### config.mk
export PLATFORM = sky130hd
export DESIGN_NAME = h264_rtp_fua_depacketizer_unit_flat
export DESIGN_NICKNAME = d
export VERILOG_FILES = /design/src/h264fua_pkg.sv /design/src/h264fua_in_if.sv /design/src/h264fua_out_if.sv /design/src/h264fua_front.sv /design/src/h264fua_queue.sv /design/src/h264fua_back.sv /design/src/h264_rtp_fua_depacketizer_unit.sv /design/src/flat_wrapper.sv
export SDC_FILE = /design/constraint.sdc
export NUM_CORES = 1
export LEC_CHECK = 0
export BUFFER_PORTS_ARGS = -buffer_cell sky130_fd_sc_hd__buf_4
export CAP_MARGIN = 20
export CORE_MARGIN = 2
export CORE_UTILIZATION = 51
export CTS_BUF_LIST = sky130_fd_sc_hd__clkbuf_16
export DETAILED_ROUTE_END_ITERATION = 10
export PLACE_DENSITY = 0.66
export RECOVER_POWER = 50
export SYNTH_ARGS = -nofsm -noshare
export SYNTH_HDL_FRONTEND = slang
export SYNTH_SLANG_ARGS = --single-unit
### constraint.sdc
create_clock -name i_clk -period 19.8 [get_ports i_clk]
set_clock_uncertainty 0.1 [all_clocks]
set_input_delay 3.96 -clock i_clk [delete_from_list [all_inputs] [get_ports i_clk]]
set_output_delay 3.96 -clock i_clk [all_outputs]
set_load 0.03 [all_outputs]
### src/h264fua_pkg.sv
// Shared types, codes and helpers of the H.264 FU-A depacketizer.
`default_nettype none

package h264fua_pkg;

    localparam int QUEUE_DEPTH_DEF = 4;

    localparam logic [1:0] MODE_IDLE   = 2'd0;
    localparam logic [1:0] MODE_DROP   = 2'd1;
    localparam logic [1:0] MODE_SINGLE = 2'd2;
    localparam logic [1:0] MODE_FUA    = 2'd3;

    localparam logic [1:0] KIND_BYTE     = 2'd0;
    localparam logic [1:0] KIND_COMPLETE = 2'd1;
    localparam logic [1:0] KIND_ABORT    = 2'd2;
    localparam logic [1:0] KIND_STATUS   = 2'd3;

    localparam logic [2:0] ST_OK        = 3'd0;
    localparam logic [2:0] ST_ORDER     = 3'd1;
    localparam logic [2:0] ST_UNKNOWN   = 3'd2;
    localparam logic [2:0] ST_SHORT     = 3'd3;
    localparam logic [2:0] ST_NO_START  = 3'd4;
    localparam logic [2:0] ST_MISMATCH  = 3'd5;

    localparam logic [4:0] TYPE_FUA     = 5'd28;
    localparam logic [4:0] TYPE_MAX_NAL = 5'd23;
    localparam logic [4:0] TYPE_IDR     = 5'd5;
    localparam logic [4:0] TYPE_SPS     = 5'd7;
    localparam logic [4:0] TYPE_PPS     = 5'd8;

    localparam int NUM_SLOTS = 8;

    localparam logic [2:0] SLOT_ABORT    = 3'd0;
    localparam logic [2:0] SLOT_ZERO_A   = 3'd1;
    localparam logic [2:0] SLOT_ZERO_B   = 3'd2;
    localparam logic [2:0] SLOT_ZERO_C   = 3'd3;
    localparam logic [2:0] SLOT_ONE      = 3'd4;
    localparam logic [2:0] SLOT_BYTE     = 3'd5;
    localparam logic [2:0] SLOT_COMPLETE = 3'd6;
    localparam logic [2:0] SLOT_STATUS   = 3'd7;

    localparam logic [7:0] MASK_START_CODE = 8'b0001_1110;

    typedef struct packed {
        logic [NUM_SLOTS-1:0] mask;
        logic [4:0]           ab_type;
        logic [31:0]          ab_ts;
        logic [7:0]           nal_byte;
        logic [4:0]           nal_type;
        logic [31:0]          nal_ts;
        logic [31:0]          st_ts;
        logic [2:0]           st_code;
        logic [15:0]          st_lost;
    } t_cmd;

    function automatic logic key_of(input logic [4:0] t);
        return (t == TYPE_IDR) || (t == TYPE_SPS) || (t == TYPE_PPS);
    endfunction

endpackage

`default_nettype wire

### src/h264fua_in_if.sv
// Input channel carrying one RTP payload byte per item.
`default_nettype none

interface h264fua_in_if;
    logic        valid;
    logic        ready;
    logic [7:0]  data_byte;
    logic        first_byte;
    logic        last_byte;
    logic [15:0] sequence_number;
    logic [31:0] rtp_timestamp;

    modport source (
        output valid, data_byte, first_byte, last_byte, sequence_number, rtp_timestamp,
        input  ready
    );
    modport sink (
        input  valid, data_byte, first_byte, last_byte, sequence_number, rtp_timestamp,
        output ready
    );
endinterface

`default_nettype wire

### src/h264fua_out_if.sv
// Output channel carrying one Annex-B result item.
`default_nettype none

interface h264fua_out_if;
    logic        valid;
    logic        ready;
    logic [1:0]  kind;
    logic [7:0]  nal_byte;
    logic [4:0]  nal_type;
    logic        keyframe;
    logic [31:0] nal_timestamp;
    logic [2:0]  packet_status;
    logic [15:0] lost_packets;

    modport source (
        output valid, kind, nal_byte, nal_type, keyframe, nal_timestamp, packet_status,
               lost_packets,
        input  ready
    );
    modport sink (
        input  valid, kind, nal_byte, nal_type, keyframe, nal_timestamp, packet_status,
               lost_packets,
        output ready
    );
endinterface

`default_nettype wire

### src/h264fua_front.sv
// Front end: sequence check, packet classification and command generation.
`default_nettype none

module h264fua_front
    import h264fua_pkg::*;
(
    input  wire logic   i_clk,
    input  wire logic   i_rst_n,
    h264fua_in_if.sink  i_in,
    input  wire logic   i_push_ready,
    output logic        o_push_valid,
    output t_cmd        o_push_cmd
);

    logic        r_seen, n_seen;
    logic [15:0] r_last_seq, n_last_seq;
    logic        r_frag_open, n_frag_open;
    logic [31:0] r_frag_time, n_frag_time;
    logic [31:0] r_pkt_time, n_pkt_time;
    logic [1:0]  r_mode, n_mode;
    logic [1:0]  r_pos, n_pos;
    logic [2:0]  r_ind, n_ind;
    logic        r_end, n_end;
    logic [4:0]  r_cur_type, n_cur_type;
    logic [2:0]  r_status, n_status;
    logic [15:0] r_gap, n_gap;

    t_cmd        cmd;
    logic        accept;

    assign i_in.ready   = i_push_ready;
    assign accept       = i_in.valid && i_push_ready;
    assign o_push_valid = accept && (cmd.mask != '0);
    assign o_push_cmd   = cmd;

    always_comb begin
        logic [15:0] expect_seq;
        logic [4:0]  t;
        logic [7:0]  d;
        n_seen      = r_seen;
        n_last_seq  = r_last_seq;
        n_frag_open = r_frag_open;
        n_frag_time = r_frag_time;
        n_pkt_time  = r_pkt_time;
        n_mode      = r_mode;
        n_pos       = r_pos;
        n_ind       = r_ind;
        n_end       = r_end;
        n_cur_type  = r_cur_type;
        n_status    = r_status;
        n_gap       = r_gap;
        cmd         = '0;
        d           = i_in.data_byte;
        t           = d[4:0];
        expect_seq  = r_last_seq + 16'd1;

        if (i_in.first_byte) begin
            if (r_mode == MODE_SINGLE) begin
                cmd.mask[SLOT_ABORT] = 1'b1;
                cmd.ab_type          = r_cur_type;
                cmd.ab_ts            = r_pkt_time;
            end
            n_mode     = MODE_IDLE;
            n_pos      = 2'd0;
            n_end      = 1'b0;
            n_pkt_time = i_in.rtp_timestamp;
            n_gap      = 16'd0;
            n_status   = ST_OK;
            if (r_seen && (i_in.sequence_number != expect_seq)) begin
                if (i_in.sequence_number > expect_seq) begin
                    n_gap = i_in.sequence_number - expect_seq;
                    if (r_frag_open) begin
                        cmd.mask[SLOT_ABORT] = 1'b1;
                        cmd.ab_type          = r_cur_type;
                        cmd.ab_ts            = r_frag_time;
                        n_frag_open          = 1'b0;
                    end
                end else begin
                    n_status = ST_ORDER;
                    n_mode   = MODE_DROP;
                end
            end
            if (n_mode != MODE_DROP) begin
                n_last_seq = i_in.sequence_number;
                n_seen     = 1'b1;
                if ((t != 5'd0) && (t <= TYPE_MAX_NAL)) begin
                    if (n_frag_open) begin
                        cmd.mask[SLOT_ABORT] = 1'b1;
                        cmd.ab_type          = r_cur_type;
                        cmd.ab_ts            = r_frag_time;
                        n_frag_open          = 1'b0;
                    end
                    n_cur_type   = t;
                    cmd.mask     = cmd.mask | MASK_START_CODE;
                    cmd.mask[SLOT_BYTE] = 1'b1;
                    cmd.nal_byte = d;
                    cmd.nal_type = t;
                    cmd.nal_ts   = i_in.rtp_timestamp;
                    n_mode       = MODE_SINGLE;
                end else if (t == TYPE_FUA) begin
                    n_ind  = d[7:5];
                    n_mode = MODE_FUA;
                    n_pos  = 2'd1;
                    if (i_in.last_byte) begin
                        n_status = ST_SHORT;
                        n_mode   = MODE_DROP;
                    end
                end else begin
                    n_status = ST_UNKNOWN;
                    n_mode   = MODE_DROP;
                end
            end
        end else begin
            if (r_mode == MODE_SINGLE) begin
                cmd.mask[SLOT_BYTE] = 1'b1;
                cmd.nal_byte        = d;
                cmd.nal_type        = r_cur_type;
                cmd.nal_ts          = r_pkt_time;
            end else if (r_mode == MODE_FUA) begin
                if (r_pos == 2'd1) begin
                    n_pos = 2'd2;
                    if (d[7]) begin
                        if (r_frag_open) begin
                            cmd.mask[SLOT_ABORT] = 1'b1;
                            cmd.ab_type          = r_cur_type;
                            cmd.ab_ts            = r_frag_time;
                        end
                        n_frag_open  = 1'b1;
                        n_frag_time  = r_pkt_time;
                        n_cur_type   = t;
                        n_end        = 1'b0;
                        cmd.mask     = cmd.mask | MASK_START_CODE;
                        cmd.mask[SLOT_BYTE] = 1'b1;
                        cmd.nal_byte = {r_ind, t};
                        cmd.nal_type = t;
                        cmd.nal_ts   = r_pkt_time;
                    end else if (r_frag_open) begin
                        if (r_pkt_time != r_frag_time) begin
                            cmd.mask[SLOT_ABORT] = 1'b1;
                            cmd.ab_type          = r_cur_type;
                            cmd.ab_ts            = r_frag_time;
                            n_frag_open          = 1'b0;
                            n_status             = ST_MISMATCH;
                            n_mode               = MODE_DROP;
                        end else begin
                            n_end = d[6];
                        end
                    end else begin
                        n_status = ST_NO_START;
                        n_mode   = MODE_DROP;
                    end
                end else if (r_frag_open) begin
                    cmd.mask[SLOT_BYTE] = 1'b1;
                    cmd.nal_byte        = d;
                    cmd.nal_type        = r_cur_type;
                    cmd.nal_ts          = r_frag_time;
                end
            end
        end

        if (i_in.last_byte && (n_mode != MODE_IDLE)) begin
            if (n_mode == MODE_SINGLE) begin
                cmd.mask[SLOT_COMPLETE] = 1'b1;
                cmd.nal_type            = n_cur_type;
                cmd.nal_ts              = n_pkt_time;
            end else if ((n_mode == MODE_FUA) && n_end && n_frag_open) begin
                cmd.mask[SLOT_COMPLETE] = 1'b1;
                cmd.nal_type            = n_cur_type;
                cmd.nal_ts              = n_frag_time;
                n_frag_open             = 1'b0;
            end
            cmd.mask[SLOT_STATUS] = 1'b1;
            cmd.st_ts             = n_pkt_time;
            cmd.st_code           = n_status;
            cmd.st_lost           = n_gap;
            n_mode                = MODE_IDLE;
            n_pos                 = 2'd0;
            n_end                 = 1'b0;
        end
    end

    always_ff @(posedge i_clk) begin
        if (!i_rst_n) begin
            r_seen      <= 1'b0;
            r_last_seq  <= 16'd0;
            r_frag_open <= 1'b0;
            r_frag_time <= 32'd0;
            r_pkt_time  <= 32'd0;
            r_mode      <= MODE_IDLE;
            r_pos       <= 2'd0;
            r_ind       <= 3'd0;
            r_end       <= 1'b0;
            r_cur_type  <= 5'd0;
            r_status    <= ST_OK;
            r_gap       <= 16'd0;
        end else if (accept) begin
            r_seen      <= n_seen;
            r_last_seq  <= n_last_seq;
            r_frag_open <= n_frag_open;
            r_frag_time <= n_frag_time;
            r_pkt_time  <= n_pkt_time;
            r_mode      <= n_mode;
            r_pos       <= n_pos;
            r_ind       <= n_ind;
            r_end       <= n_end;
            r_cur_type  <= n_cur_type;
            r_status    <= n_status;
            r_gap       <= n_gap;
        end
    end

endmodule

`default_nettype wire

### src/h264fua_queue.sv
// Command queue between the front end and the result sequencer.
`default_nettype none

module h264fua_queue
    import h264fua_pkg::*;
#(
    parameter int DEPTH = QUEUE_DEPTH_DEF
)(
    input  wire logic i_clk,
    input  wire logic i_rst_n,
    input  wire logic i_push_valid,
    input  t_cmd      i_push_cmd,
    output logic      o_push_ready,
    output logic      o_pop_valid,
    output t_cmd      o_pop_cmd,
    input  wire logic i_pop
);

    localparam int PTR_W = (DEPTH > 1) ? $clog2(DEPTH) : 1;
    localparam int CNT_W = $clog2(DEPTH + 1);

    t_cmd             r_mem [DEPTH];
    logic [PTR_W-1:0] r_wr_ptr, r_rd_ptr;
    logic [CNT_W-1:0] r_count;
    logic             push, pop;

    assign o_push_ready = (r_count != CNT_W'(DEPTH));
    assign o_pop_valid  = (r_count != '0);
    assign o_pop_cmd    = r_mem[r_rd_ptr];
    assign push         = i_push_valid && o_push_ready;
    assign pop          = i_pop && o_pop_valid;

    function automatic logic [PTR_W-1:0] next_ptr(input logic [PTR_W-1:0] p);
        return (p == PTR_W'(DEPTH - 1)) ? '0 : p + PTR_W'(1);
    endfunction

    always_ff @(posedge i_clk) begin
        if (push) begin
            r_mem[r_wr_ptr] <= i_push_cmd;
        end
    end

    always_ff @(posedge i_clk) begin
        if (!i_rst_n) begin
            r_wr_ptr <= '0;
            r_rd_ptr <= '0;
            r_count  <= '0;
        end else begin
            if (push) begin
                r_wr_ptr <= next_ptr(r_wr_ptr);
            end
            if (pop) begin
                r_rd_ptr <= next_ptr(r_rd_ptr);
            end
            if (push && !pop) begin
                r_count <= r_count + CNT_W'(1);
            end else if (pop && !push) begin
                r_count <= r_count - CNT_W'(1);
            end
        end
    end

endmodule

`default_nettype wire

### src/h264fua_back.sv
// Result sequencer: expands each command into result items on the output register.
`default_nettype none

module h264fua_back
    import h264fua_pkg::*;
(
    input  wire logic     i_clk,
    input  wire logic     i_rst_n,
    input  wire logic     i_cmd_valid,
    input  t_cmd          i_cmd,
    output logic          o_cmd_pop,
    h264fua_out_if.source o_out
);

    logic [NUM_SLOTS-1:0] r_done;
    logic [NUM_SLOTS-1:0] remaining, sel;
    logic [2:0]           sel_idx;
    logic                 last, fire;

    logic        r_out_valid;
    logic [1:0]  r_kind;
    logic [7:0]  r_byte;
    logic [4:0]  r_type;
    logic        r_key;
    logic [31:0] r_ts;
    logic [2:0]  r_status;
    logic [15:0] r_lost;

    logic [1:0]  n_kind;
    logic [7:0]  n_byte;
    logic [4:0]  n_type;
    logic [31:0] n_ts;
    logic [2:0]  n_status;
    logic [15:0] n_lost;

    assign remaining = i_cmd.mask & ~r_done;

    always_comb begin
        sel_idx = SLOT_STATUS;
        for (int k = NUM_SLOTS - 1; k >= 0; k--) begin
            if (remaining[k]) begin
                sel_idx = 3'(k);
            end
        end
    end

    assign sel       = NUM_SLOTS'(1) << sel_idx;
    assign last      = ((remaining & ~sel) == '0);
    assign fire      = i_cmd_valid && (!r_out_valid || o_out.ready);
    assign o_cmd_pop = fire && last;

    always_comb begin
        n_kind   = KIND_BYTE;
        n_byte   = 8'h00;
        n_type   = i_cmd.nal_type;
        n_ts     = i_cmd.nal_ts;
        n_status = ST_OK;
        n_lost   = 16'd0;
        unique case (sel_idx)
            SLOT_ABORT: begin
                n_kind = KIND_ABORT;
                n_type = i_cmd.ab_type;
                n_ts   = i_cmd.ab_ts;
            end
            SLOT_ZERO_A, SLOT_ZERO_B, SLOT_ZERO_C: begin
                n_byte = 8'h00;
            end
            SLOT_ONE: begin
                n_byte = 8'h01;
            end
            SLOT_BYTE: begin
                n_byte = i_cmd.nal_byte;
            end
            SLOT_COMPLETE: begin
                n_kind = KIND_COMPLETE;
            end
            SLOT_STATUS: begin
                n_kind   = KIND_STATUS;
                n_type   = 5'd0;
                n_ts     = i_cmd.st_ts;
                n_status = i_cmd.st_code;
                n_lost   = i_cmd.st_lost;
            end
            default: begin
                n_kind = KIND_BYTE;
            end
        endcase
    end

    always_ff @(posedge i_clk) begin
        if (!i_rst_n) begin
            r_done      <= '0;
            r_out_valid <= 1'b0;
        end else begin
            if (fire) begin
                r_done <= last ? '0 : (r_done | sel);
            end
            if (fire) begin
                r_out_valid <= 1'b1;
            end else if (o_out.ready) begin
                r_out_valid <= 1'b0;
            end
        end
    end

    always_ff @(posedge i_clk) begin
        if (fire) begin
            r_kind   <= n_kind;
            r_byte   <= n_byte;
            r_type   <= n_type;
            r_key    <= (n_kind == KIND_STATUS) ? 1'b0 : key_of(n_type);
            r_ts     <= n_ts;
            r_status <= n_status;
            r_lost   <= n_lost;
        end
    end

    assign o_out.valid         = r_out_valid;
    assign o_out.kind          = r_kind;
    assign o_out.nal_byte      = r_byte;
    assign o_out.nal_type      = r_type;
    assign o_out.keyframe      = r_key;
    assign o_out.nal_timestamp = r_ts;
    assign o_out.packet_status = r_status;
    assign o_out.lost_packets  = r_lost;

endmodule

`default_nettype wire

### src/h264_rtp_fua_depacketizer_unit.sv
// Top level of the H.264 RTP single NAL and FU-A depacketizer.
//
//   Port     Direction  Item
//   i_in     sink       one RTP payload byte with first/last marks, sequence and timestamp
//   o_out    source     one Annex-B byte, NAL commit, NAL abort or packet status
//
// The front end accepts one item per cycle while the command queue has room.
// Each item yields zero to eight results, and the output register drains one per cycle
// while the output is ready; a NAL start can yield all eight.
// Reset is synchronous and active low and clears all control and packet state at once.
// Output stalls back up through the queue and only then hold off the input.
`default_nettype none

module h264_rtp_fua_depacketizer_unit
    import h264fua_pkg::*;
#(
    parameter int QUEUE_DEPTH = QUEUE_DEPTH_DEF
)(
    input  wire logic     i_clk,
    input  wire logic     i_rst_n,
    h264fua_in_if.sink    i_in,
    h264fua_out_if.source o_out
);

    logic push_valid, push_ready, pop_valid, pop;
    t_cmd push_cmd, pop_cmd;

    h264fua_front u_front (
        .i_clk        (i_clk),
        .i_rst_n      (i_rst_n),
        .i_in         (i_in),
        .i_push_ready (push_ready),
        .o_push_valid (push_valid),
        .o_push_cmd   (push_cmd)
    );

    h264fua_queue #(
        .DEPTH (QUEUE_DEPTH)
    ) u_queue (
        .i_clk        (i_clk),
        .i_rst_n      (i_rst_n),
        .i_push_valid (push_valid),
        .i_push_cmd   (push_cmd),
        .o_push_ready (push_ready),
        .o_pop_valid  (pop_valid),
        .o_pop_cmd    (pop_cmd),
        .i_pop        (pop)
    );

    h264fua_back u_back (
        .i_clk       (i_clk),
        .i_rst_n     (i_rst_n),
        .i_cmd_valid (pop_valid),
        .i_cmd       (pop_cmd),
        .o_cmd_pop   (pop),
        .o_out       (o_out)
    );

endmodule

`default_nettype wire
### src/flat_wrapper.sv
// flat-port wrapper written by rule: the top's interface ports become plain ports
module h264_rtp_fua_depacketizer_unit_flat import h264fua_pkg::*;
#(
    parameter int QUEUE_DEPTH = QUEUE_DEPTH_DEF
)
  (i_clk, i_rst_n, i_in_valid, i_in_data_byte, i_in_first_byte, i_in_last_byte, i_in_sequence_number, i_in_rtp_timestamp, i_in_ready, o_out_valid, o_out_kind, o_out_nal_byte, o_out_nal_type, o_out_keyframe, o_out_nal_timestamp, o_out_packet_status, o_out_lost_packets, o_out_ready);
  h264fua_in_if i_in_i ();
  h264fua_out_if o_out_i ();
  input  wire logic i_clk;
  input  wire logic i_rst_n;
  input wire logic [$bits(i_in_i.valid)-1:0] i_in_valid;
  input wire logic [$bits(i_in_i.data_byte)-1:0] i_in_data_byte;
  input wire logic [$bits(i_in_i.first_byte)-1:0] i_in_first_byte;
  input wire logic [$bits(i_in_i.last_byte)-1:0] i_in_last_byte;
  input wire logic [$bits(i_in_i.sequence_number)-1:0] i_in_sequence_number;
  input wire logic [$bits(i_in_i.rtp_timestamp)-1:0] i_in_rtp_timestamp;
  output wire logic [$bits(i_in_i.ready)-1:0] i_in_ready;
  output wire logic [$bits(o_out_i.valid)-1:0] o_out_valid;
  output wire logic [$bits(o_out_i.kind)-1:0] o_out_kind;
  output wire logic [$bits(o_out_i.nal_byte)-1:0] o_out_nal_byte;
  output wire logic [$bits(o_out_i.nal_type)-1:0] o_out_nal_type;
  output wire logic [$bits(o_out_i.keyframe)-1:0] o_out_keyframe;
  output wire logic [$bits(o_out_i.nal_timestamp)-1:0] o_out_nal_timestamp;
  output wire logic [$bits(o_out_i.packet_status)-1:0] o_out_packet_status;
  output wire logic [$bits(o_out_i.lost_packets)-1:0] o_out_lost_packets;
  input wire logic [$bits(o_out_i.ready)-1:0] o_out_ready;
  assign i_in_i.valid = i_in_valid;
  assign i_in_i.data_byte = i_in_data_byte;
  assign i_in_i.first_byte = i_in_first_byte;
  assign i_in_i.last_byte = i_in_last_byte;
  assign i_in_i.sequence_number = i_in_sequence_number;
  assign i_in_i.rtp_timestamp = i_in_rtp_timestamp;
  assign i_in_ready = i_in_i.ready;
  assign o_out_valid = o_out_i.valid;
  assign o_out_kind = o_out_i.kind;
  assign o_out_nal_byte = o_out_i.nal_byte;
  assign o_out_nal_type = o_out_i.nal_type;
  assign o_out_keyframe = o_out_i.keyframe;
  assign o_out_nal_timestamp = o_out_i.nal_timestamp;
  assign o_out_packet_status = o_out_i.packet_status;
  assign o_out_lost_packets = o_out_i.lost_packets;
  assign o_out_i.ready = o_out_ready;
  h264_rtp_fua_depacketizer_unit #(.QUEUE_DEPTH(QUEUE_DEPTH)) u_core (.i_clk(i_clk), .i_rst_n(i_rst_n), .i_in(i_in_i), .o_out(o_out_i));
endmodule
# Yosys cells after proc, flatten, opt, wreduce, memory -nomap -nowiden
# Memory sizes are Yosys's and may differ from the RTL's. A register that Yosys moved wholly into a read port is not among the register bits.
# Index checks and enable logic that the tools add are counted.
[totals]
register_bits = 197
latchBits = 0
ramBits = 564
rom_bits = 0
in_bits = 62
out_inout_bits = 69
n_memories = 1
[memory_table]
columns = ["memory", "words", "word_bits", "read_ports", "rd_clocked_by_memory_dff", "wr", "line_no", "text"]
rows = [
  ["u_core.u_queue.r_mem", 4, 141, 1, 1, 1, "h264fua_queue.sv:22", "t_cmd r_mem [DEPTH];"],
]
[classes]
n_addsub = 6
mul = 0
div_mod_pow = 0
order_cmp = 2
eq_ne = 21
n_shift = 1
n_mux = 128
bitwise = 6
reduce_logical = 32
[op_table]
columns = ["operator", "n"]
rows = [
  ["$mux 38", 9],
  ["$mux 88", 3],
  ["$mux 32", 6],
  ["$mux 45", 4],
  ["$mux 90", 2],
  ["$mux 42", 2],
  ["$mux 37", 2],
  ["$pmux 32 s2", 1],
  ["$mux 3", 19],
  ["$mux 2", 25],
  ["$mux 16", 3],
  ["$mux 1", 40],
  ["$mux 5", 8],
  ["$ne 32x32->1", 1],
  ["$add 16x1->16 const B", 1],
  ["$and 8x8->8", 2],
  ["$gt 16x16->1", 1],
  ["$ne 16x16->1", 1],
  ["$not 8->8", 2],
  ["$pmux 8 s2", 1],
  ["$sub 16x16->16", 1],
  ["$eq 2x2->1 const B", 7],
  ["$logic_and 1x1->1", 13],
  ["$eq 3x3->1 const B", 4],
  ["other kinds (28)", 38],
]

# Longest topological paths before layout
# Gate-level depths: netlist of the first run.
[logic_depth]
depth_word = 21
mapped_depth = 20
ltp_nobuf = 19

# By module
# Synthesis of the first run repeated with hierarchy kept, for this count alone.
[hier_totals]
cells_unflattened = 2374
hier_area_um2 = 33717.3
[modules_own_cells]
columns = ["module", "n_inst", "cells_per_inst", "area_per_inst_um2", "seq_area_each_um2"]
rows = [
  ["h264fua_queue", 1, 788, 20812.5, 17116.4],
  ["h264fua_front", 1, 1289, 9482.8, 2282.2],
  ["h264fua_back", 1, 297, 3422.0, 2192.1],
]

# Worst setup path before layout of the first run
# Ideal clock, no wire load.
[synth_timing]
path_kind = "in2reg"
startpoint = "input i_in_sequence_number[0]"
endpoint = "memory u_core.u_queue.r_mem[0][0] (netlist name), enable pin"
setup_time_ns = 0.514
arrival_ns = 9.393
path_slack_ns = 9.793
path_stages = 11
n_path_buf = 1
path_cell_list = "inv_1 -> ha_1 -> fa_1 -> nor2b_1 -> o31ai_1 -> a211o_1 -> buf_2 -> a21oi_2 -> nor2_1 -> a31oi_1 -> and2_1"
[synth_via]
elab_chain_len = 18
word_cells_on_any_way = 35
cone_classes = "order compare (1); eq/ne (4); mux (22); reduce/logical (8)"
[synth_lines]
columns = ["element", "line_no", "text"]
rows = [
  ["start: declaration", "flat_wrapper.sv:15", "input wire logic [$bits(i_in_i.sequence_number)-1:0] i_in_sequence_number;"],
  ["$gt 16x16->1 / $ne 16x16->1 (equally long branches)", "h264fua_front.sv:70, h264fua_front.sv:69", ""],
  ["$mux 1 / $logic_and 1x1->1 (equally long branches)", "h264fua_front.sv:70, h264fua_front.sv:69", ""],
  ["$mux 1", "h264fua_front.sv:69", "if (r_seen && (i_in.sequence_number != expect_seq)) begin"],
  ["$mux 2", "h264fua_front.sv:57", "if (i_in.first_byte) begin"],
  ["$ne 2x1->1", "h264fua_front.sv:83", "if (n_mode != MODE_DROP) begin"],
  ["$mux 2", "h264fua_front.sv:83", ""],
  ["$mux 2", "h264fua_front.sv:57", ""],
  ["$eq 2x2->1", "h264fua_front.sv:166", "end else if ((n_mode == MODE_FUA) && n_end && n_frag_open) begin"],
  ["[3 not listed]", "-", ""],
  ["$mux 1", "h264fua_front.sv:162", "if (n_mode == MODE_SINGLE) begin"],
  ["$mux 2", "h264fua_front.sv:161", "if (i_in.last_byte && (n_mode != MODE_IDLE)) begin"],
  ["$reduce_bool 8->1 *", "h264fua_front.sv:33", "assign o_push_valid = accept && (cmd.mask != '0);"],
  ["$logic_and 1x1->1 *", "h264fua_front.sv:33", ""],
  ["$logic_and 1x1->1 *", "h264fua_queue.sv:30", "assign push = i_push_valid && o_push_ready;"],
  ["named net u_core.u_queue.push", "h264fua_queue.sv:25", "logic push, pop;"],
  ["$mux 1 *", "h264fua_queue.sv:38", "if (push) begin"],
  ["$mux 1 (implied by the code) *", "h264fua_queue.sv:39", "r_mem[r_wr_ptr] <= i_push_cmd;"],
  ["end: declaration", "h264fua_queue.sv:22", ""],
]
# The timed path passes the listed nets; every way through them passes the cells marked *. The select of a mux whose other input is x is not followed.

# Final worst setup path of the first run
[layout_timing]
startpoint = "input i_in_first_byte"
endpoint = "memory u_core.u_queue.r_mem[0][34] (netlist name), enable pin"
[layout_via]
elab_chain_len = 12
word_cells_on_any_way = 18
cone_classes = "eq/ne (2); mux (9); reduce/logical (7)"
[layout_lines]
columns = ["element", "line_no", "text"]
rows = [
  ["start: declaration", "flat_wrapper.sv:13", "input wire logic [$bits(i_in_i.first_byte)-1:0] i_in_first_byte;"],
  ["$mux 2", "h264fua_front.sv:57", ""],
  ["$eq 2x2->1", "h264fua_front.sv:166", ""],
  ["$logic_and 1x1->1 (2 in series)", "h264fua_front.sv:166", ""],
  ["$mux 1", "h264fua_front.sv:166", ""],
  ["$mux 1", "h264fua_front.sv:162", ""],
  ["$mux 2", "h264fua_front.sv:161", ""],
  ["$reduce_bool 8->1 *", "h264fua_front.sv:33", ""],
  ["$logic_and 1x1->1 *", "h264fua_front.sv:33", ""],
  ["$logic_and 1x1->1 *", "h264fua_queue.sv:30", ""],
  ["named net u_core.u_queue.push", "h264fua_queue.sv:25", ""],
  ["$mux 1 *", "h264fua_queue.sv:38", ""],
  ["$mux 1 (implied by the code) *", "h264fua_queue.sv:39", ""],
]
# The timed path passes the listed nets; every way through them passes the cells marked *.

==> results of run 1 <==
-- cell type report --
cell class              count  area (sq um)
fillers                  5049         26770
flip-flops and latches    751         21230
multi-input cells        1325         10550
clock buffers              78          1952
well taps                 846          1059
repair buffers            164         945.9
clock inverters            65         459.2
inverters                  31         116.4
-- flip-flops by register name, indices dropped and copies added (netlist names), 3 cells and up, named ones only --
| signal | count |
|---|---|
| u_core.u_queue.r_count | 3 |
| u_core.u_front.r_cur_type | 5 |
| u_core.u_back.o_out.lost_packets | 16 |
| u_core.u_back.o_out.packet_status | 3 |
| u_core.u_front.r_ind | 3 |
| u_core.u_queue.r_mem | 552 |
| u_core.u_back.o_out.nal_type | 5 |
| u_core.u_front.r_last_seq | 16 |
| u_core.u_front.r_gap | 16 |
| u_core.u_front.r_frag_time | 32 |
| u_core.u_back.r_done | 8 |
| u_core.u_front.r_pkt_time | 32 |
| u_core.u_back.o_out.nal_byte | 8 |
| u_core.u_back.o_out.nal_timestamp | 32 |
| u_core.u_front.r_status | 3 |
-- stage by stage --
step	area (sq um)	power (mW)	setup slack, ns	hold WS (ns)
detailed placement	34250	2.504	10.32	0.3516
global route	36310	3.958	6.760	0.3829
global placement	34250	2.491	10.43	0.3419
floorplan	32560	2.300	9.793	0.3280
finish	36310	3.822	7.271	0.3596
CTS	36670	3.884	10.96	0.3596
-- cell usage after synthesis (35+ instances only) --
library cell	n
a21boi_0	98
a21oi_1	43
a22o_1	36
a22oi_1	70
and2_1	35
clkbuf_1	132
dfxtp_1	132
edfxtp_1	619
mux2i_1	44
mux4_2	138
nand2_1	318
nand3_1	46
nor2_1	115
nor2b_1	37
xor2_1	45
-- path summary, 6_finish.rpt --
check                                                           from                                         endpoint  slack (ns)  depth (start not counted)
worst max-delay path                                 i_in_first_byte            u_core.u_queue.r_mem[0][34]$_DFFE_PP_        7.27                         10
worst min-delay path            u_core.u_back.r_done[5]$_SDFFE_PN0P_             u_core.u_back.r_done[5]$_SDFFE_PN0P_        0.36                          2
worst max register to register                              register  u_core.u_back.o_out.nal_timestamp[29]$_DFFE_PP_        8.44                         10
worst min register to register  u_core.u_back.r_done[5]$_SDFFE_PN0P_             u_core.u_back.r_done[5]$_SDFFE_PN0P_        0.36                          2
-- cells by family after synthesis --
logic type / after synthesis / share of synthesized area
buffers and inverters: 202 / 0.02425
adder cells (fa/ha/maj): 26 / 0.01038
AND/OR/NAND/NOR: 620 / 0.08481
AO/OA/AOI/OAI: 437 / 0.1033
XOR/XNOR: 59 / 0.01587
multiplexers: 183 / 0.1093
flip-flops: 751 / 0.6521
-- per-layer routing --
layer / vias up / global-route usage / wire length, um
li1: 8881 / - / -
met3: 183 / 0.04725 / 6214
met1: 10072 / 0.3151 / 32130
met2: 839 / 0.4026 / 38750
met4: 0 / 0.1024 / 3036
met5: - / 0 / 0
-- worst max-delay path: cells and delay by family --
family / cells / cell delay [ns]
AOI/OAI and AO/OA: 3 / 1.44
buffers and inverters: 5 / 6.22
and+or+nand+nor: 2 / 1.05
-- power by group --
group / switching (mW) / internal (mW) / leakage (nW) / total (mW)
clock network: 0.603 / 0.785 / 1.23 / 1.39
logic: 0.379 / 0.156 / 4.12 / 0.535
registers: 0.0478 / 1.85 / 7.04 / 1.90
==> reports/metrics.yaml, run 1 <==
status:
  status: "finished, violations left"
  failed_checks: "max-capacitance violations, max-slew violations"
clock_tree:
  cts_buffers: 77
  clock-sinks: 751
  hold_buffers: 0
  post_cts_resized: 0
  path_clk_slew_ns: 0.06
  clock_latency_ns: 0.62
  clockBufferDepth: 3
  htreeDepth: 3
  cts_setup_buffers: 0
  tritoncts: "yes"
  clockRootBuffer: "clkbuf_16"
drt:
  drc: 0
  drtPass1Iterations: 6
  wl_per_cell_um: 24.58
  vias: 19975
  drtAntennaViolNets: 0
  via_per_inst: 6.127
  routed_wirelength_um: 80140
  drt_iter0_drc: 1783
die:
  die-width_um: 256.7
  die_h_um: 256.7
  start_util: 0.5161
  die_area_sq_um: 65880
  io-pin-count: 131
  core_sq_um: 63080
  core.rowCount: 92
timing:
  rsz0062_at_grt: "no"
  slew_viol_final: 707
  fmax_mhz: 79.82
  period_minus_slack_ns: 12.53
  relSlewSlack: -1.807
  fin_crit_sh: 0.6328
  hold_viol: 0
  tns_ns: 0
  tightest_slew_ns: 4.211
  setup_viol: 0
global_routing:
  grt_pass1_wl_um: 121500
  grt_max_degree: 85
  grt_pass1_vias: 20354
  grt_overflow: 0
  antenna_found_initial: 0
  grt_use_total: 0.2431
hold_path:
  hp-class: "register to register"
layout:
  syn_to_final_growth_pct: 11.54
  num_antenna_cells: 0
  instances_no_fill: 3260
  layout_common_cells: "edfxtp_1 (619), nand2_1 (317), mux4_2 (138), dfxtp_1 (131), nor2_1 (112)"
  final_common_cell: "edfxtp_1"
  fin_nets: 2437
  drive_above_1_share: 0.1504
  finalCoreUtilization: 0.5757
yosys:
  ys_seq_elements: 751
  async_flop_share: 0
  synth_area_per_cell_sq_um: 14.29
  netlist_instances: 2278
  ys_types: 73
  yosys-top-cells-area: "edfxtp_1 (57%), mux4_2 (9.5%), dfxtp_1 (8.1%)"
  yosysTopAreaCell: "edfxtp_1"
  synth_area_sq_um: 32560
  yosysWarnings: 0
  synthesis.nets: 2365
  ys_seq_area_frac: 0.6521
  synth_edf_count: 619
  synth-main-ff-cell: "edfxtp_1"
  synth.top_cell.area_share: 0.5709
placement:
  io_buffers: 130
  dpl.hpwl_um: 45600
  dp_cells: 3114
  gp_congestion: 0.8657
setup_path:
  slowest_delay_ns: 2.91
  crit_chain: "clkbuf_1 > clkinv_1 > clkbuf_1 > nand3_1 > a31oi_1 > a311oi_1 > a31oi_1 > and2_4 > buf_4 > buf_16"
  cp_slowest_cell: "clkbuf_1"
  end_kind: "register"
  worstPathArrival_ns: 12.75
  crit_fanout: 68
  crit_type: "input port to register"
  worstSetupStartpointType: "input port"
  cp.required_ns: 20.03
power:
  leakage_nw: 12.38
  powerDensity_nw_per_um2: 105.2
  irDropWorstVdd_v: 0.00007734
flow_run:
  cap_violations: 16
No activity file was read; power rests on OpenSTA's default activity.
==> inputs of run 2 (changes only) <==
Clock period 19.8 ns to 13.06 ns, I/O delays scaled along.
==> reports/metrics.yaml, run 2 (synthesis results as in run 1) <==
power:
  leakage_nw: 12.43
  powerDensity_nw_per_um2: 160.7
  irDropWorstVdd_v: 0.00009944
setup_path:
  end_kind: "register"
  worstSetupStartpointType: "input port"
  reg2reg_slack_ns: 4.21
  crit_fanout: 67
  r2r_end: "u_core.u_back.o_out.nal_timestamp[6]$_DFFE_PP_"
  reg2regPathDepth: 10
  crit_type: "input port to register"
  cp.required_ns: 13.46
  worstPathArrival_ns: 9.96
drt:
  wl_per_cell_um: 24.46
  vias: 20019
  via_per_inst: 6.145
  drtAntennaViolNets: 0
  drtPass1Iterations: 6
  routed_wirelength_um: 79680
  drc: 0
  drt_iter0_drc: 1889
layout:
  seqCellArea_sq_um: 21230
  fin_nets: 2436
  finalCoreUtilization: 0.5768
  syn_to_final_growth_pct: 11.76
  finalInstanceArea_sq_um: 36390
  largest_register: "u_core.u_queue.r_mem"
  largest_register_ffs: 552
  num_antenna_cells: 0
  drive_above_1_share: 0.1513
  multi_input_area_sq_um: 10560
  layout_common_cells: "edfxtp_1 (619), nand2_1 (317), mux4_2 (138), dfxtp_1 (131), nor2_1 (112)"
  nFillCells: 5098
  final_common_cell: "edfxtp_1"
hold_path:
  min-delay-start: "u_core.u_back.r_done[7]$_SDFFE_PN0P_"
  hold_depth: 2
  hp-class: "register to register"
  min_to: "u_core.u_back.r_done[7]$_SDFFE_PN0P_"
timing:
  relSlewSlack: -1.807
  hold_viol: 0
  whs_ns: 0.3595
  fin_crit_sh: 0.7324
  fmax_mhz: 104.5
  tns_ns: 0
  setup_viol: 0
  rsz0062_at_grt: "no"
  slew_viol_final: 525
  tightest_slew_ns: 4.211
  period_minus_slack_ns: 9.565
clock_tree:
  clockRootBuffer: "clkbuf_16"
  htreeDepth: 3
  clock_latency_ns: 0.62
  post_cts_resized: 0
  hold_buffers: 0
  cts_buffers: 76
  cts_setup_buffers: 0
  clockBufferDepth: 3
  tritoncts: "yes"
  clock-sinks: 751
  path_clk_slew_ns: 0.06
placement:
  place_area_sq_um: 34260
  gp_congestion: 0.8751
  dpl.hpwl_um: 45930
  io_buffers: 130
flow_run:
  cap_violations: 13
die:
  die_h_um: 256.7
  core.rowCount: 92
  core_sq_um: 63080
  die_area_sq_um: 65880
  start_util: 0.5161
  die-width_um: 256.7
  io-pin-count: 131
global_routing:
  grt_use_total: 0.2412
  grt_pass1_vias: 20307
  grt_overflow: 0
  grt_max_degree: 85
  antenna_found_initial: 0
  grt_pass1_wl_um: 121500
status:
  failed_checks: "max-capacitance violations, max-slew violations"
  status: "finished, violations left"
-- run 2: cell count changes in the layout (fill, tap and decap cells not counted), moves of 3 or more --
cell        previous run  this run
and2_0                18        13
and2_1                12        17
buf_4                 77        80
bufinv_16              5         9
clkinvlp_4             7         3
-- run 2: worst max-delay path: stages --
cell	delay, ns
clkbuf_1	0.09
clkbuf_1	1.55
nor2_4	0.46
clkbuf_1	2.60
nand2_1	2.07
nand2_1	0.36
a21boi_0	0.13
-- run 2: how the worst max path moves through the flow --
stage                                                       end  slack, ns                     from  cells past startpoint
global placement         u_core.u_queue.r_mem[0][114]$_DFFE_PP_       5.05  i_in_sequence_number[0]                     12
detailed placement       u_core.u_queue.r_mem[0][113]$_DFFE_PP_       4.96  i_in_sequence_number[0]                     12
CTS                       u_core.u_queue.r_mem[0][36]$_DFFE_PP_       5.59  i_in_sequence_number[0]                     12
finish              u_core.u_front.r_frag_time[22]$_SDFFE_PN0P_       3.50          i_in_first_byte                      7
floorplan                  u_core.u_queue.r_mem[0][0]$_DFFE_PP_       4.40  i_in_sequence_number[0]                     11
global route             u_core.u_queue.r_mem[0][114]$_DFFE_PP_       3.24          i_in_first_byte                      7
-- run 2: final cells by class --
cell class                 count  area share
clock inverter                64     0.01510
timing repair buffer         164     0.02603
sequential                   751      0.5836
clock buffer                  77     0.05295
multi-input combinational   1325      0.2901
inverter                      31    0.003198
tap                          846     0.02909
-- run 2: report_power, final --
group          switching [mW]  total [mW]  internal (mW)
Clock                   0.904        2.16           1.26
Combinational           0.574       0.810          0.235
Sequential             0.0714        2.88           2.81
-- run 2: metal layers --
| layer | global-route usage | routed length (um) | vias up |
|---|---|---|---|
| met5 | 0 | 0 | - |
| met4 | 0.09205 | 2353 | 0 |
| met3 | 0.03173 | 4913 | 141 |
| met2 | 0.4066 | 39660 | 757 |
| met1 | 0.3207 | 32750 | 10250 |
| li1 | - | - | 8871 |
-- run 2: through the flow --
step	total power, mW	instances	setup slack (ns)
after floorplan	3.486	2278	4.401
after global placement	3.777	3115	5.050
after detailed placement	3.798	3115	4.960
after CTS	5.951	3256	5.591
after global routing	6.052	3258	3.237
final	5.847	3258	3.495
==> inputs of run 3 (changes only) <==
Clock period 13.06 ns to 9.25 ns, I/O delays scaled along.
==> reports/metrics.yaml, run 3 (synthesis results as in run 1) <==
clock_tree:
  path_clk_slew_ns: 0.06
  clock-sinks: 751
  post_cts_resized: 0
  htreeDepth: 3
  hold_buffers: 0
  clockRootBuffer: "clkbuf_16"
  cts_setup_buffers: 0
  clockBufferDepth: 3
  tritoncts: "yes"
  cts_buffers: 78
  clock_latency_ns: 0.63
power:
  leakage_nw: 12.48
  powerDensity_nw_per_um2: 227.0
  irDropWorstVdd_v: 0.0001629
  p_total_mw: 8.273
die:
  start_util: 0.5161
  die_area_sq_um: 65880
  die_h_um: 256.7
  die-width_um: 256.7
  core_sq_um: 63080
  io-pin-count: 131
  core.rowCount: 92
timing:
  hold_viol: 0
  tightest_slew_ns: 3.699
  setup_viol: 0
  period_minus_slack_ns: 7.351
  relSlewSlack: -1.466
  slew_viol_final: 469
  tns_ns: 0
  rsz0062_at_grt: "no"
  fin_crit_sh: 0.7947
  fmax_mhz: 136.0
setup_path:
  crit_family: "buffers and inverters"
  r2r_end: "u_core.u_queue.r_mem[2][101]$_DFFE_PP_"
  worstSetupStartpointType: "input port"
  crit_fanout: 68
  cp_slowest_cell: "clkbuf_1"
  worstPathArrival_ns: 7.49
  cp.required_ns: 9.39
  slowest_delay_ns: 2.12
  cp_num_buf_inv: 4
  r2r_start: "u_core.u_front.r_last_seq[2]$_SDFFE_PN0P_"
  end_kind: "register"
  reg2reg_slack_ns: 1.99
  crit_type: "input port to register"
  reg2regPathDepth: 14
  crit_chain: "buf_4 > clkinv_1 > clkbuf_1 > nand3_1 > a31oi_1 > a311oi_2 > a31oi_1 > and2_4 > buf_4"
placement:
  dpl.hpwl_um: 45280
  dp_cells: 3114
  io_buffers: 130
  gp_congestion: 0.8593
layout:
  instances_no_fill: 3261
  layout_common_cells: "edfxtp_1 (619), nand2_1 (317), mux4_2 (138), dfxtp_1 (130), nor2_1 (113)"
  nFillCells: 5010
  largest_register: "u_core.u_queue.r_mem"
  largest_register_ffs: 552
  num_antenna_cells: 0
  final_common_cell: "edfxtp_1"
  finalCoreUtilization: 0.5779
  drive_above_1_share: 0.1503
  seqCellArea_sq_um: 21240
  multi_input_area_sq_um: 10520
  syn_to_final_growth_pct: 11.96
  fin_nets: 2437
drt:
  wl_per_cell_um: 24.32
  drtPass1Iterations: 6
  routed_wirelength_um: 79300
  drtAntennaViolNets: 0
  drc: 0
  drt_iter0_drc: 1956
  via_per_inst: 6.102
  vias: 19899
global_routing:
  grt_pass1_wl_um: 120900
  grt_pass1_vias: 20415
  grt_overflow: 0
  grt_max_degree: 76
  antenna_found_initial: 0
  grt_use_total: 0.2398
hold_path:
  hp-class: "register to register"
  hold_depth: 2
  min_to: "u_core.u_front.r_end$_SDFFE_PN0P_"
  min-delay-start: "u_core.u_front.r_end$_SDFFE_PN0P_"
status:
  status: "finished, violations left"
  failed_checks: "max-capacitance violations, max-slew violations"
flow_run:
  cap_violations: 11
run 3: cell types whose count changed in the layout (fill, tap and decap cells not counted), moves of 2 or more:
cell / previous run / this run
and2_0: 13 / 21
and2_1: 17 / 9
buf_12: 0 / 5
bufinv_16: 9 / 7
clkbuf_1: 81 / 78
clkbuf_16: 77 / 80
clkinv_1: 18 / 15
clkinv_2: 15 / 9
clkinv_8: 0 / 3
inv_1: 43 / 53
o21ai_0: 28 / 26
o21ai_1: 4 / 6
run 3: metal layers:
| metal | part of all wire | routed length (um) | vias up | track usage |
|---|---|---|---|---|
| met3 | 0.064 | 5080 | 148 | 0.03737 |
| met1 | 0.41 | 32790 | 10148 | 0.3207 |
| li1 | - | - | 8875 | - |
| met5 | 0 | 0 | - | 0 |
| met2 | 0.50 | 39410 | 728 | 0.4007 |
| met4 | 0.025 | 2016 | 0 | 0.08543 |
run 3: stage by stage:
| step | cell area, sq um | hold slack, ns | setup slack [ns] |
|---|---|---|---|
| 6_report | 36450 | 0.3614 | 1.899 |
| 5_1_grt | 36450 | 0.3925 | 1.468 |
| 4_1_cts | 36830 | 0.3630 | 3.200 |
| 3_5_place_dp | 34300 | 0.3522 | 2.642 |
| 3_3_place_gp | 34300 | 0.3431 | 2.711 |
| 2_1_floorplan | 32560 | 0.3280 | 1.353 |
run 3: how the worst max path moves through the flow:
stage	startpoint	end	slack, ns	depth (start not counted)
floorplan	i_in_sequence_number[0]	u_core.u_queue.r_mem[0][0]$_DFFE_PP_	1.35	11
global placement	i_in_sequence_number[0]	u_core.u_queue.r_mem[1][69]$_DFFE_PP_	2.71	12
detailed placement	i_in_sequence_number[0]	u_core.u_queue.r_mem[3][35]$_DFFE_PP_	2.64	12
CTS	u_core.u_front.r_last_seq[2]$_SDFFE_PN0P_	u_core.u_queue.r_mem[3][115]$_DFFE_PP_	3.20	15
global route	register	u_core.u_back.o_out.keyframe$_SDFFCE_PN0P_	1.47	10
finish	i_in_first_byte	u_core.u_queue.r_mem[3][37]$_DFFE_PP_	1.90	9
run 3: power by group:
| part | internal, mW | switching, mW |
|---|---|---|
| clock | 1.77 | 1.30 |
| sequential | 3.96 | 0.100 |
| combinational | 0.329 | 0.807 |
run 3: worst min-delay path, delay by kind of cell (launching register included):
family,cells,cell delay [ns]
AO/OA/AOI/OAI,1,0.06
flip-flops,1,0.30
AND/OR/NAND/NOR,1,0.04
run 3: layout make-up:
cell class | instances | area share
repair buffers | 163 | 0.02725
flip-flops and latches | 751 | 0.5826
multi-input cells | 1325 | 0.2886
well taps | 846 | 0.02904
inverters | 31 | 0.003192
clock inverters | 65 | 0.01438
clock buffers | 80 | 0.05492
